--- src/design/mrld_pkg.sv ---
// Shared types, codes and single-precision helper functions of the run-length decoder.
package mrld_pkg;

    localparam logic [2:0] KIND_CONST   = 3'd0;
    localparam logic [2:0] KIND_ASCEND  = 3'd1;
    localparam logic [2:0] KIND_DESCEND = 3'd2;
    localparam logic [2:0] KIND_DELTA   = 3'd3;
    localparam logic [2:0] KIND_FLOAT   = 3'd4;

    localparam logic [1:0] ST_OK        = 2'd0;
    localparam logic [1:0] ST_REFUSED   = 2'd1;
    localparam logic [1:0] ST_NO_RUN    = 2'd2;
    localparam logic [1:0] ST_TRUNCATED = 2'd3;

    localparam logic [2:0] REG_SYM_CONST   = 3'd0;
    localparam logic [2:0] REG_SYM_ASCEND  = 3'd1;
    localparam logic [2:0] REG_SYM_DESCEND = 3'd2;
    localparam logic [2:0] REG_SYM_DELTA   = 3'd3;
    localparam logic [2:0] REG_SYM_FLOATS  = 3'd4;

    localparam logic [31:0] QNAN_DEFAULT = 32'hFFC0_0000;
    localparam logic [31:0] QUIET_BIT    = 32'h0040_0000;

    // Item as it leaves the decode stage.
    typedef struct packed {
        logic        val_valid;
        logic        run_pending;
        logic [1:0]  status;
        logic        elem;
        logic [2:0]  kind;
        logic [30:0] index;
        logic [31:0] word;
        logic [31:0] first;
        logic [31:0] step;
    } dec_t;

    // Item as it travels through the float stages.
    typedef struct packed {
        logic        val_valid;
        logic        run_pending;
        logic [1:0]  status;
        logic        is_float;
        logic [31:0] value;
        logic [31:0] first;
        logic [31:0] step;
    } item_t;

    // Unrounded float: value = mn * 2^(en - 174) unless spec is set.
    typedef struct packed {
        logic               spec;
        logic [31:0]        sval;
        logic               sign;
        logic               zero;
        logic signed [11:0] en;
        logic [49:0]        mn;
    } fl_t;

    function automatic logic [31:0] int_elem(logic [2:0] kind, logic [31:0] first,
                                             logic [31:0] step, logic [30:0] idx);
        logic [31:0] i32;
        i32 = {1'b0, idx};
        case (kind)
            KIND_CONST:   int_elem = first;
            KIND_ASCEND:  int_elem = first + i32;
            KIND_DESCEND: int_elem = first - i32;
            KIND_DELTA:   int_elem = first + i32 * step;
            default:      int_elem = first;
        endcase
    endfunction

    // Moves the leading one to bit 49 and adjusts the exponent so that a
    // leading one at bit 47 with exponent e means biased exponent e.
    function automatic fl_t fnorm(fl_t x);
        fl_t        y;
        logic [5:0] p;
        logic [5:0] lz;
        p = 6'd0;
        for (int k = 0; k < 50; k++) begin
            if (x.mn[k]) begin
                p = 6'(k);
            end
        end
        lz     = 6'd49 - p;
        y      = x;
        y.zero = (x.mn == 50'd0);
        y.mn   = x.mn << lz;
        y.en   = x.en + $signed({6'b0, p}) - 12'sd47;
        return y;
    endfunction

    // Rounds a normalized value to nearest even, with subnormal and overflow handling.
    function automatic logic [31:0] fround(fl_t x);
        logic [49:0]        mm;
        logic [5:0]         sh;
        logic signed [11:0] sh_full;
        logic               lost;
        logic               g;
        logic               s;
        logic               inc;
        logic [7:0]         expf;
        logic [30:0]        body;
        mm   = x.mn;
        lost = 1'b0;
        expf = x.en[7:0];
        if (x.en <= 12'sd0) begin
            sh_full = 12'sd1 - x.en;
            sh      = (sh_full > 12'sd50) ? 6'd50 : sh_full[5:0];
            mm      = x.mn >> sh;
            lost    = |(x.mn & ~({50{1'b1}} << sh));
            expf    = 8'd0;
        end
        g    = mm[25];
        s    = (|mm[24:0]) | lost;
        body = {expf, mm[48:26]};
        inc  = g & (s | body[0]);
        body = body + {30'd0, inc};
        if (x.spec) begin
            fround = x.sval;
        end else if (x.zero) begin
            fround = {x.sign, 31'd0};
        end else if (x.en >= 12'sd255) begin
            fround = {x.sign, 8'hFF, 23'd0};
        end else begin
            fround = {x.sign, body};
        end
    endfunction

    // Product of a non-negative finite fi and an arbitrary d, before normalization.
    function automatic fl_t fmul(logic [31:0] fi, logic [31:0] d);
        fl_t         y;
        logic        dnan;
        logic        dinf;
        logic        fz;
        logic        dz;
        logic [23:0] ma;
        logic [23:0] mb;
        logic [7:0]  eb;
        logic [47:0] prodm;
        y     = '0;
        dnan  = (d[30:23] == 8'hFF) && (d[22:0] != 23'd0);
        dinf  = (d[30:23] == 8'hFF) && (d[22:0] == 23'd0);
        fz    = (fi[30:0] == 31'd0);
        dz    = (d[30:0] == 31'd0);
        ma    = {1'b1, fi[22:0]};
        mb    = {d[30:23] != 8'd0, d[22:0]};
        eb    = (d[30:23] == 8'd0) ? 8'd1 : d[30:23];
        prodm = ma * mb;
        if (dnan) begin
            y.spec = 1'b1;
            y.sval = d | QUIET_BIT;
        end else if (dinf) begin
            y.spec = 1'b1;
            y.sval = fz ? QNAN_DEFAULT : {d[31], 8'hFF, 23'd0};
        end else if (fz || dz) begin
            y.spec = 1'b1;
            y.sval = {d[31], 31'd0};
        end else begin
            y.sign = d[31];
            y.en   = $signed({4'b0, fi[30:23]}) + $signed({4'b0, eb}) - 12'sd126;
            y.mn   = {2'b0, prodm};
        end
        return y;
    endfunction

    // Sum a + b before normalization; the smaller operand is aligned with sticky.
    function automatic fl_t fadd(logic [31:0] a, logic [31:0] b);
        fl_t         y;
        logic        anan;
        logic        bnan;
        logic        ainf;
        logic        binf;
        logic [31:0] big;
        logic [31:0] sml;
        logic [7:0]  ebig;
        logic [7:0]  esml;
        logic [7:0]  diff;
        logic [5:0]  dcl;
        logic [49:0] full;
        logic [49:0] sal;
        logic [49:0] bal;
        y    = '0;
        anan = (a[30:23] == 8'hFF) && (a[22:0] != 23'd0);
        bnan = (b[30:23] == 8'hFF) && (b[22:0] != 23'd0);
        ainf = (a[30:23] == 8'hFF) && (a[22:0] == 23'd0);
        binf = (b[30:23] == 8'hFF) && (b[22:0] == 23'd0);
        if (a[30:0] >= b[30:0]) begin
            big = a;
            sml = b;
        end else begin
            big = b;
            sml = a;
        end
        ebig = (big[30:23] == 8'd0) ? 8'd1 : big[30:23];
        esml = (sml[30:23] == 8'd0) ? 8'd1 : sml[30:23];
        diff = ebig - esml;
        dcl  = (diff > 8'd50) ? 6'd50 : diff[5:0];
        full = {2'b0, sml[30:23] != 8'd0, sml[22:0], 24'd0};
        sal  = (full >> dcl) | {49'd0, |(full & ~({50{1'b1}} << dcl))};
        bal  = {2'b0, big[30:23] != 8'd0, big[22:0], 24'd0};
        if (anan) begin
            y.spec = 1'b1;
            y.sval = a | QUIET_BIT;
        end else if (bnan) begin
            y.spec = 1'b1;
            y.sval = b | QUIET_BIT;
        end else if (ainf && binf && (a[31] != b[31])) begin
            y.spec = 1'b1;
            y.sval = QNAN_DEFAULT;
        end else if (ainf) begin
            y.spec = 1'b1;
            y.sval = a;
        end else if (binf) begin
            y.spec = 1'b1;
            y.sval = b;
        end else begin
            y.en = $signed({4'b0, ebig});
            if (a[31] == b[31]) begin
                y.mn   = bal + sal;
                y.sign = a[31];
            end else begin
                y.mn   = bal - sal;
                // An exact cancellation gives positive zero.
                y.sign = (bal == sal) ? 1'b0 : big[31];
            end
        end
        return y;
    endfunction

endpackage

--- src/design/mrld_ctrl.sv ---
// Descriptor parser, run state and symbol registers, ending in the decode register.
module mrld_ctrl (
    input  logic                aclk,
    input  logic                aresetn,
    input  logic                cfg_we,
    input  logic [2:0]          cfg_index,
    input  logic [31:0]         cfg_data,
    input  logic                s_tvalid,
    output logic                s_tready,
    input  logic [31:0]         s_tdata,   // word
    input  logic                s_tlast,   // last
    input  logic                s_tuser,   // action: 0 push, 1 pull
    output logic                p_valid,
    output mrld_pkg::dec_t      p_item,
    input  logic                p_ready
);

    localparam logic [1:0] PH_IDLE  = 2'd0;
    localparam logic [1:0] PH_LEN   = 2'd1;
    localparam logic [1:0] PH_FIRST = 2'd2;
    localparam logic [1:0] PH_STEP  = 2'd3;

    logic [31:0] sym_const_reg, sym_ascend_reg, sym_descend_reg, sym_delta_reg, sym_floats_reg;
    logic [1:0]  phase_reg, phase_next;
    logic [2:0]  kind_reg, kind_next;
    logic [30:0] remaining_reg, remaining_next;
    logic [30:0] index_reg, index_next;
    logic [31:0] first_reg, first_next;
    logic [31:0] step_reg, step_next;
    logic        v_reg;
    mrld_pkg::dec_t item_reg, item_next;
    logic        pending;
    logic        accept;

    assign s_tready = !v_reg || p_ready;
    assign accept   = s_tvalid && s_tready;
    assign pending  = (phase_reg == PH_IDLE) && (remaining_reg != 31'd0);
    assign p_valid  = v_reg;
    assign p_item   = item_reg;

    always_comb begin
        phase_next     = phase_reg;
        kind_next      = kind_reg;
        remaining_next = remaining_reg;
        index_next     = index_reg;
        first_next     = first_reg;
        step_next      = step_reg;
        item_next      = '0;
        item_next.kind  = kind_reg;
        item_next.index = index_reg;
        item_next.first = first_reg;
        item_next.step  = step_reg;
        item_next.status = mrld_pkg::ST_OK;
        if (s_tuser) begin
            if (pending) begin
                item_next.elem      = 1'b1;
                item_next.val_valid = 1'b1;
                index_next          = index_reg + 31'd1;
                remaining_next      = remaining_reg - 31'd1;
            end else begin
                item_next.status = mrld_pkg::ST_NO_RUN;
            end
        end else if (pending) begin
            item_next.status = mrld_pkg::ST_REFUSED;
        end else begin
            case (phase_reg)
                PH_IDLE: begin
                    if (s_tdata == sym_const_reg) begin
                        kind_next = mrld_pkg::KIND_CONST;
                    end else if (s_tdata == sym_ascend_reg) begin
                        kind_next = mrld_pkg::KIND_ASCEND;
                    end else if (s_tdata == sym_descend_reg) begin
                        kind_next = mrld_pkg::KIND_DESCEND;
                    end else if (s_tdata == sym_delta_reg) begin
                        kind_next = mrld_pkg::KIND_DELTA;
                    end else if (s_tdata == sym_floats_reg) begin
                        kind_next = mrld_pkg::KIND_FLOAT;
                    end
                    if (s_tdata != sym_const_reg && s_tdata != sym_ascend_reg &&
                        s_tdata != sym_descend_reg && s_tdata != sym_delta_reg &&
                        s_tdata != sym_floats_reg) begin
                        item_next.val_valid = 1'b1;
                        item_next.word      = s_tdata;
                    end else if (s_tlast) begin
                        phase_next       = PH_IDLE;
                        remaining_next   = 31'd0;
                        item_next.status = mrld_pkg::ST_TRUNCATED;
                    end else begin
                        phase_next = PH_LEN;
                    end
                end
                PH_LEN: begin
                    remaining_next = s_tdata[31] ? 31'd0 : s_tdata[30:0];
                    index_next     = 31'd0;
                    if (s_tlast) begin
                        phase_next       = PH_IDLE;
                        remaining_next   = 31'd0;
                        item_next.status = mrld_pkg::ST_TRUNCATED;
                    end else begin
                        phase_next = PH_FIRST;
                    end
                end
                PH_FIRST: begin
                    first_next = s_tdata;
                    if (kind_reg == mrld_pkg::KIND_DELTA || kind_reg == mrld_pkg::KIND_FLOAT) begin
                        if (s_tlast) begin
                            phase_next       = PH_IDLE;
                            remaining_next   = 31'd0;
                            item_next.status = mrld_pkg::ST_TRUNCATED;
                        end else begin
                            phase_next = PH_STEP;
                        end
                    end else begin
                        phase_next = PH_IDLE;
                    end
                end
                default: begin
                    step_next  = s_tdata;
                    phase_next = PH_IDLE;
                end
            endcase
        end
        item_next.run_pending = (phase_next == PH_IDLE) && (remaining_next != 31'd0);
    end

    always_ff @(posedge aclk) begin
        if (!aresetn) begin
            sym_const_reg   <= 32'd0;
            sym_ascend_reg  <= 32'd1;
            sym_descend_reg <= 32'd2;
            sym_delta_reg   <= 32'd3;
            sym_floats_reg  <= 32'd4;
            phase_reg       <= PH_IDLE;
            kind_reg        <= mrld_pkg::KIND_CONST;
            remaining_reg   <= 31'd0;
            index_reg       <= 31'd0;
            first_reg       <= 32'd0;
            step_reg        <= 32'd0;
            v_reg           <= 1'b0;
        end else begin
            if (cfg_we) begin
                case (cfg_index)
                    mrld_pkg::REG_SYM_CONST:   sym_const_reg   <= cfg_data;
                    mrld_pkg::REG_SYM_ASCEND:  sym_ascend_reg  <= cfg_data;
                    mrld_pkg::REG_SYM_DESCEND: sym_descend_reg <= cfg_data;
                    mrld_pkg::REG_SYM_DELTA:   sym_delta_reg   <= cfg_data;
                    mrld_pkg::REG_SYM_FLOATS:  sym_floats_reg  <= cfg_data;
                    default: ;
                endcase
            end
            if (s_tready) begin
                v_reg <= s_tvalid;
            end
            if (accept) begin
                phase_reg     <= phase_next;
                kind_reg      <= kind_next;
                remaining_reg <= remaining_next;
                index_reg     <= index_next;
                first_reg     <= first_next;
                step_reg      <= step_next;
            end
        end
    end

    always_ff @(posedge aclk) begin
        if (accept) begin
            item_reg <= item_next;
        end
    end

endmodule

--- config.mk ---
export PLATFORM = sky130hd
export DESIGN_NAME = mrld_ctrl
export DESIGN_NICKNAME = d
export VERILOG_FILES = /design/src/design/mrld_pkg.sv /design/src/design/mrld_ctrl.sv
export SDC_FILE = /design/constraint.sdc
export NUM_CORES = 1
export LEC_CHECK = 0
export ABC_AREA = 1
export BUFFER_PORTS_ARGS = -buffer_cell sky130_fd_sc_hd__buf_2
export CELL_PAD_IN_SITES_DETAIL_PLACEMENT = 0
export CELL_PAD_IN_SITES_GLOBAL_PLACEMENT = 2
export CORE_ASPECT_RATIO = 0.6
export CORE_UTILIZATION = 37
export CTS_BUF_LIST = sky130_fd_sc_hd__clkbuf_16
export DETAILED_ROUTE_END_ITERATION = 6
export PLACE_DENSITY_LB_ADDON = 0.12
export SKIP_CTS_REPAIR_TIMING = 1
export SLEW_MARGIN = 10
export SYNTH_ARGS = -nofsm -noshare
export SYNTH_HDL_FRONTEND = slang
export SYNTH_SLANG_ARGS = --single-unit
--- constraint.sdc ---
create_clock -name aclk -period 15.25 [get_ports aclk]
set_clock_uncertainty 0.1 [all_clocks]
set_input_delay 3.05 -clock aclk [delete_from_list [all_inputs] [get_ports aclk]]
set_output_delay 3.05 -clock aclk [all_outputs]
set_load 0.02 [all_outputs]
==> results of run 1 <==
## cell type report
cell class              instances  area (um^2)  share of cell area (%)
clock buffers                  44         1101                   5.027
clock inverters                36        231.5                   1.057
inverters                     188        710.7                   3.244
multi-input cells            1638         7916                   36.14
flip-flops and latches        427         9899                   45.19
well taps                     682        853.3                   3.896
repair buffers                228         1192                   5.444
## placed cells by master (no fill, tap or decap), types with 44 or more instances in the layout
master,n
nand3_1,54
buf_2,209
clkbuf_16,44
a21oi_1,159
xnor2_1,115
edfxtp_1,135
o21ai_0,271
inv_1,181
nand2_1,435
dfxtp_1,292
nor2_1,439
## stage by stage
stage | power, mW | area, um^2 | hold WS, ns | setup slack [ns]
after floorplan | 1.454 | 19050 | 0.3030 | 6.984
final | 2.562 | 21900 | 0.3154 | 8.684
after CTS | 2.586 | 21900 | 0.3163 | 8.679
after global routing | 2.675 | 21900 | 0.3187 | 8.633
after detailed placement | 1.554 | 20570 | 0.3096 | 8.678
after global placement | 1.553 | 20570 | 0.3080 | 8.668
## where the power goes
part           switching, mW  leakage (nW)  total (mW)  internal, mW
Sequential            0.0269          3.74        1.24          1.21
Combinational          0.205          4.63       0.293        0.0876
Clock                  0.472         0.701        1.03         0.560
## Yosys cell counts, drive strengths merged
| master | number | share of area [%] |
|---|---|---|
| o311ai | 1 | 0.046 |
| a221oi | 9 | 0.41 |
| xor2 | 12 | 0.55 |
| edfxtp | 135 | 21 |
| nand3 | 56 | 1.5 |
| a32oi | 1 | 0.046 |
| nor4 | 11 | 0.36 |
| inv | 185 | 3.6 |
| and3 | 2 | 0.066 |
| buf | 43 | 1.2 |
| a21oi | 161 | 4.3 |
| o211ai | 19 | 0.75 |
| nor3b | 1 | 0.039 |
| nor2 | 453 | 9.2 |
| xnor2 | 115 | 5.3 |
| o22ai | 18 | 0.59 |
| a22oi | 1 | 0.039 |
| nand3b | 4 | 0.16 |
| dfxtp | 292 | 31 |
| o21ai | 276 | 7.3 |
| nand4 | 15 | 0.56 |
| clkinv | 3 | 0.059 |
| a31oi | 3 | 0.099 |
| nand2 | 442 | 8.8 |
| o221ai | 1 | 0.046 |
| or2 | 4 | 0.13 |
| ha | 2 | 0.13 |
| nor3 | 22 | 0.63 |
| o31ai | 1 | 0.039 |
| a311oi | 3 | 0.14 |
| clkbuf | 88 | 1.8 |
| a211oi | 4 | 0.16 |
| o21a | 1 | 0.039 |
## worst max path at each step
stage,end,slack (ns),cells past startpoint
finish,s_tready,8.68,4
global route,s_tready,8.63,4
CTS,s_tready,8.68,4
detailed placement,index_reg[28],8.68,13
global placement,index_reg[28],8.67,13
floorplan,p_item[0],6.98,6
## routing by layer
metal  GRT usage (%)  part of all wire, %
met5               0                0.037
met4           4.080                  1.3
met3           4.321                  6.9
met2           31.97                   38
met1           39.01                   54
## cell families (layout without fill, tap and decap cells)
family | after synthesis | in the layout | share of synthesized area [%]
AOI/OAI and AO/OA | 499 | 499 | 14.02
buffers and inverters | 319 | 496 | 6.621
DFF | 427 | 427 | 51.97
and+or+nand+nor | 1010 | 1010 | 21.42
xor gates and xnor gates | 127 | 127 | 5.839
adders and majority gates | 2 | 2 | 0.1313
## critical path, cell delays in order
cell and delay, ns:
buf_2 0.09, inv_1 0.04, nand2_1 0.07, buf_2 0.16
==> run metrics, run 1 <==
post-route DRC violation count 0; count of different cell masters after synthesis 49; syn nets 2460; diode count 0; Layout Nets 2602; Syn Inst Count 2384; final std cells w/o fill 3243; Max-Cap Viols 0; #FFs+latches synth 427; Final Cycle Share 43.06%; hold crit path type reg2reg; DRT Wirelength 62950 um; worst r2r dst p_item[133]; Slew Viols, Final 0; std cell rows 63; Cells on Worst Hold Path 0; Total Routing Usage GR 23.92%; largest net degree at the start of global routing 95; crit end category primary output; fill cell count 5027; DR vias 16400; dpl hpwl 43470 um; share of cells above drive strength 1 13.20%; status completed; Port Buffers 210; cell leakage power 9.066 nW; final-report hold violation count 0; initial core utilization 38.06%; RR Startpoint remaining_reg[0]; flop-to-flop setup slack 11.08 ns; H-tree depth 2; GR Overflow Total 0; cell area after synthesis 19050 um^2; RSZ-0062 raised after global routing no; YS warnings 0; post-layout util 43.76%; minimum clock period 6.566 ns; CP Data Arrival Time 3.42 ns; Hold Crit Start step_reg[13]; Clock transition at path regs 0.06 ns; CP startpoint kind input pin; initial antenna violation count 3; routed vias/inst 5.057; kind of critical path in2out; pwr/cell area 117.0 nW/um^2; number of CTS-inserted buffers 43; Avg WL per Cell 19.41 um; num ports 211; crit path from p_ready; R2R depth 19; actual slew at the worst max-slew pin 1.096 ns; Post-DRT Antenna Nets 0; syn_area_per_cell 7.991 um^2; Core ar. 50050 um^2; Die W 294.9 um; vias in the first global route 15020; RD Place Congestion 0.8259; critical-path maximum fanout 3; max reg flops 135; clock root buffer clkbuf_16; clk_lat worst skew 0.57 ns; Final setup viols 0; Max Fclk 152.3 MHz; DIE HEIGHT 177.8 um; CTS tree built; clock buffer depth 3; Die ar. 52430 um^2; CTS Sinks 427; placed cells 3163; Sum Neg Setup Slack 0 ns; Slew HR 26.55%; register area share after synthesis 51.97%; first-pass GRT wire length 94900 um; Synth-to-Final Area Change 14.99%; worst vdd ir 0.00006023 V; DR pass1 iterations 5; critical path required time 12.10 ns; hold endpoint p_item[13]; starting DRC count in detailed routing 1530
Power figures use the tool's default switching activity.
==> inputs of run 2 (changes only) <==
--- a/config.mk
+++ b/config.mk
@@ -5,12 +5,12 @@
 export SDC_FILE = /design/constraint.sdc
 export NUM_CORES = 1
 export LEC_CHECK = 0
-export ABC_AREA = 1
+export ABC_AREA = 0
 export BUFFER_PORTS_ARGS = -buffer_cell sky130_fd_sc_hd__buf_2
 export CELL_PAD_IN_SITES_DETAIL_PLACEMENT = 0
 export CELL_PAD_IN_SITES_GLOBAL_PLACEMENT = 2
 export CORE_ASPECT_RATIO = 0.6
-export CORE_UTILIZATION = 37
+export CORE_UTILIZATION = 36
 export CTS_BUF_LIST = sky130_fd_sc_hd__clkbuf_16
 export DETAILED_ROUTE_END_ITERATION = 6
 export PLACE_DENSITY_LB_ADDON = 0.12
==> constraint.sdc (replaced) <==
create_clock -name aclk -period 6.1 [get_ports aclk]
set_clock_uncertainty 0.1 [all_clocks]
set_input_delay 1.22 -clock aclk [delete_from_list [all_inputs] [get_ports aclk]]
set_output_delay 1.22 -clock aclk [all_outputs]
set_load 0.02 [all_outputs]
==> run metrics, run 2 <==
DRT Wirelength 74850 um (+19%); area post-placement 20090 um^2 (-2.3%); Core ar. 49900 um^2 (-0.32%); post-layout util 42.82% (-0.95 points); crit end category flip-flop; syn_area_per_cell 9.030 um^2 (+13%); Die W 293.7 um (-0.43%); cell leakage power 8.096 nW (-11%); status completed; Total Routing Usage GR 28.42% (+4.5 points); count of different cell masters after synthesis 69 (+41%); share of cells above drive strength 1 15.18% (+2.0 points); initial core utilization 36.83% (-1.2 points); DR vias 15850 (-3.4%); syn nets 2111 (-14%); Synth-to-Final Area Change 16.26%; Max Fclk 203.6 MHz; critical-path cell list nor4_1 > nand2_1 > o31ai_4 > or4_1 > nand3_1 > a2111oi_0 > o2111ai_1 > nor4_1 > a41oi_1; Post-DRT Antenna Nets 0 (unchanged); Synth async-reset ratio 0% (unchanged); DIE HEIGHT 177.0 um (-0.42%); final std cells w/o fill 2896 (-11%); Die ar. 51980 um^2 (-0.85%); Avg WL per Cell 25.85 um (+33%); clock buffer depth 3 (unchanged); YS warnings 0 (unchanged); post-route DRC violation count 0 (unchanged); top cells by area, synth dfxtp_1, edfxtp_1, nand2_1; std cell rows 63 (unchanged); GR Overflow Total 0 (unchanged); clock root buffer clkbuf_16; num ports 211 (unchanged); dpl hpwl 52390 um (+21%); actual slew at the worst max-slew pin 1.098 ns (+0.002418 ns); critical path's top delay family simple AND/OR/NAND/NOR gates; H-tree depth 2 (unchanged); Port Buffers 210 (unchanged); critical path required time 6.29 ns (-5.81 ns); starting DRC count in detailed routing 1611 (+5.3%); cell area after synthesis 18380 um^2 (-3.5%); DR pass1 iterations 5 (unchanged); Clock transition at path regs 0.06 ns (about the same); fin area 21360 um^2 (-2.5%); CP max stage cell nor4_1; CP startpoint kind flip-flop; placed cells 2816 (-11%); worst vdd ir 0.0001524 V (+150%); fill cell count 5013 (-0.28%); Slew HR 26.79% (+0.24 points); #FFs+latches synth 427 (unchanged); max reg flops 135 (unchanged); RD Place Congestion 0.9719 (+18%); CP Data Arrival Time 5.10 ns (+1.68 ns); register area share after synthesis 53.87% (+1.9 points); Yosys top cell area share 31.81% (+1.1 points); first-pass GRT wire length 106200 um (+12%); CP max stage delay 0.85 ns (+0.69 ns); Final Cycle Share 80.50%; CTS Sinks 427 (unchanged); Syn Inst Count 2035 (-15%); CTS tree built; largest net degree at the start of global routing 149 (+57%); initial antenna violation count 2 (-1); kind of critical path reg2reg; Slew Viols, Final 0 (unchanged); final-report hold violation count 0 (unchanged); Sum Neg Setup Slack 0 ns (unchanged); pwr/cell area 301.1 nW/um^2 (+160%); commonest non-fill, non-tap cell in the layout nand2_1; Synth area leader dfxtp_1; RSZ-0062 raised after global routing no; main flop type after synthesis dfxtp_1; top-count cell post-synth nand2_1; critical-path maximum fanout 12 (+9); Max-Cap Viols 0 (unchanged); Final setup viols 0 (unchanged); most frequent CP cell nor4_1; worst path bufs/invs 0 (-3); hold crit path type reg2reg; final hold slack 0.3266 ns (+0.01123 ns); Layout Nets 2255 (-13%); clk_lat worst skew 0.57 ns (about the same); vias in the first global route 14580 (-3.0%); most frequent cells in the layout nand2_1, dfxtp_1, a21oi_1; number of CTS-inserted buffers 43 (unchanged); minimum clock period 4.911 ns; number of synthesized flops with an enable pin 135 (unchanged); routed vias/inst 5.473 (+8.2%); synth cell count leaders nand2_1, dfxtp_1, a21oi_1
## run 2: cell types whose count changed after synthesis, sizes merged, moves of 49 or more
cell	before	now
xor2	12	152
nand2	442	507
inv	185	15
nor2	453	104
clkbuf	88	137
xnor2	115	42
a21oi	161	259
o21ai	276	27
## run 2: area by class of cell
class	instances	area (um^2)	area share (%)
clock inverters	36	196.4	0.9195
multi-input cells	1442	7891	36.94
inverters	15	68.82	0.3221
well taps	682	853.3	3.994
repair buffers	250	1376	6.442
diodes	1	2.502	0.01171
clock buffers	43	1076	5.037
flip-flops and latches	427	9899	46.34
## run 2: final timing paths
check	depth (start not counted)	slack (ns)	start	to
worst min-delay path	0	0.33	step_reg[0]	p_item[0]
worst max-delay path	9	1.19	remaining_reg[25]	p_item[133]
worst min register to register	0	0.33	step_reg[0]	p_item[0]
worst max register to register	9	1.19	remaining_reg[25]	p_item[133]
## run 2: layer usage
metal	up-vias	global-route usage, %	part of all wire [%]
met5	-	0	0
met1	7805	45.17	51
met2	646	36.45	38
li1	7307	-	-
met4	0	5.859	1.9
met3	92	8.589	10
## run 2: kinds of logic (layout without fill, tap and decap cells)
family          after synthesis  count (layout)  synth area share [%]
compound gates              388             388                 12.38
other cells                   0               1                     0
xor+xnor                    194             194                 9.246
flops                       427             427                 53.87
mux                           3               3                0.1634
simple gates                855             855                 20.68
fa+ha+maj                     2               2                0.1362
buf+inv                     166             344                 3.527
## run 2: worst register-to-register path: stages (launching register included)
cell,delay (ns)
dfxtp_1,0.41
nor4_1,0.85
nand2_1,0.60
o31ai_4,0.85
or4_1,0.22
nand3_1,0.11
a2111oi_0,0.81
o2111ai_1,0.24
nor4_1,0.30
a41oi_1,0.14
## run 2: report_power, final
group          leakage, nW  switching (mW)  internal (mW)  total [mW]
logic                 3.71           0.622          0.231       0.853
registers             3.72          0.0659           3.01        3.08
clock network        0.662            1.17           1.33        2.50
total                 8.10            1.86           4.57        6.43
## run 2: through the flow
stage | power [mW] | worst slack [ns]
detailed placement | 3.971 | 1.545
finish | 6.434 | 1.189
CTS | 6.470 | 1.539
floorplan | 3.607 | 0.07202
global placement | 3.979 | 1.380
global route | 6.664 | 1.103
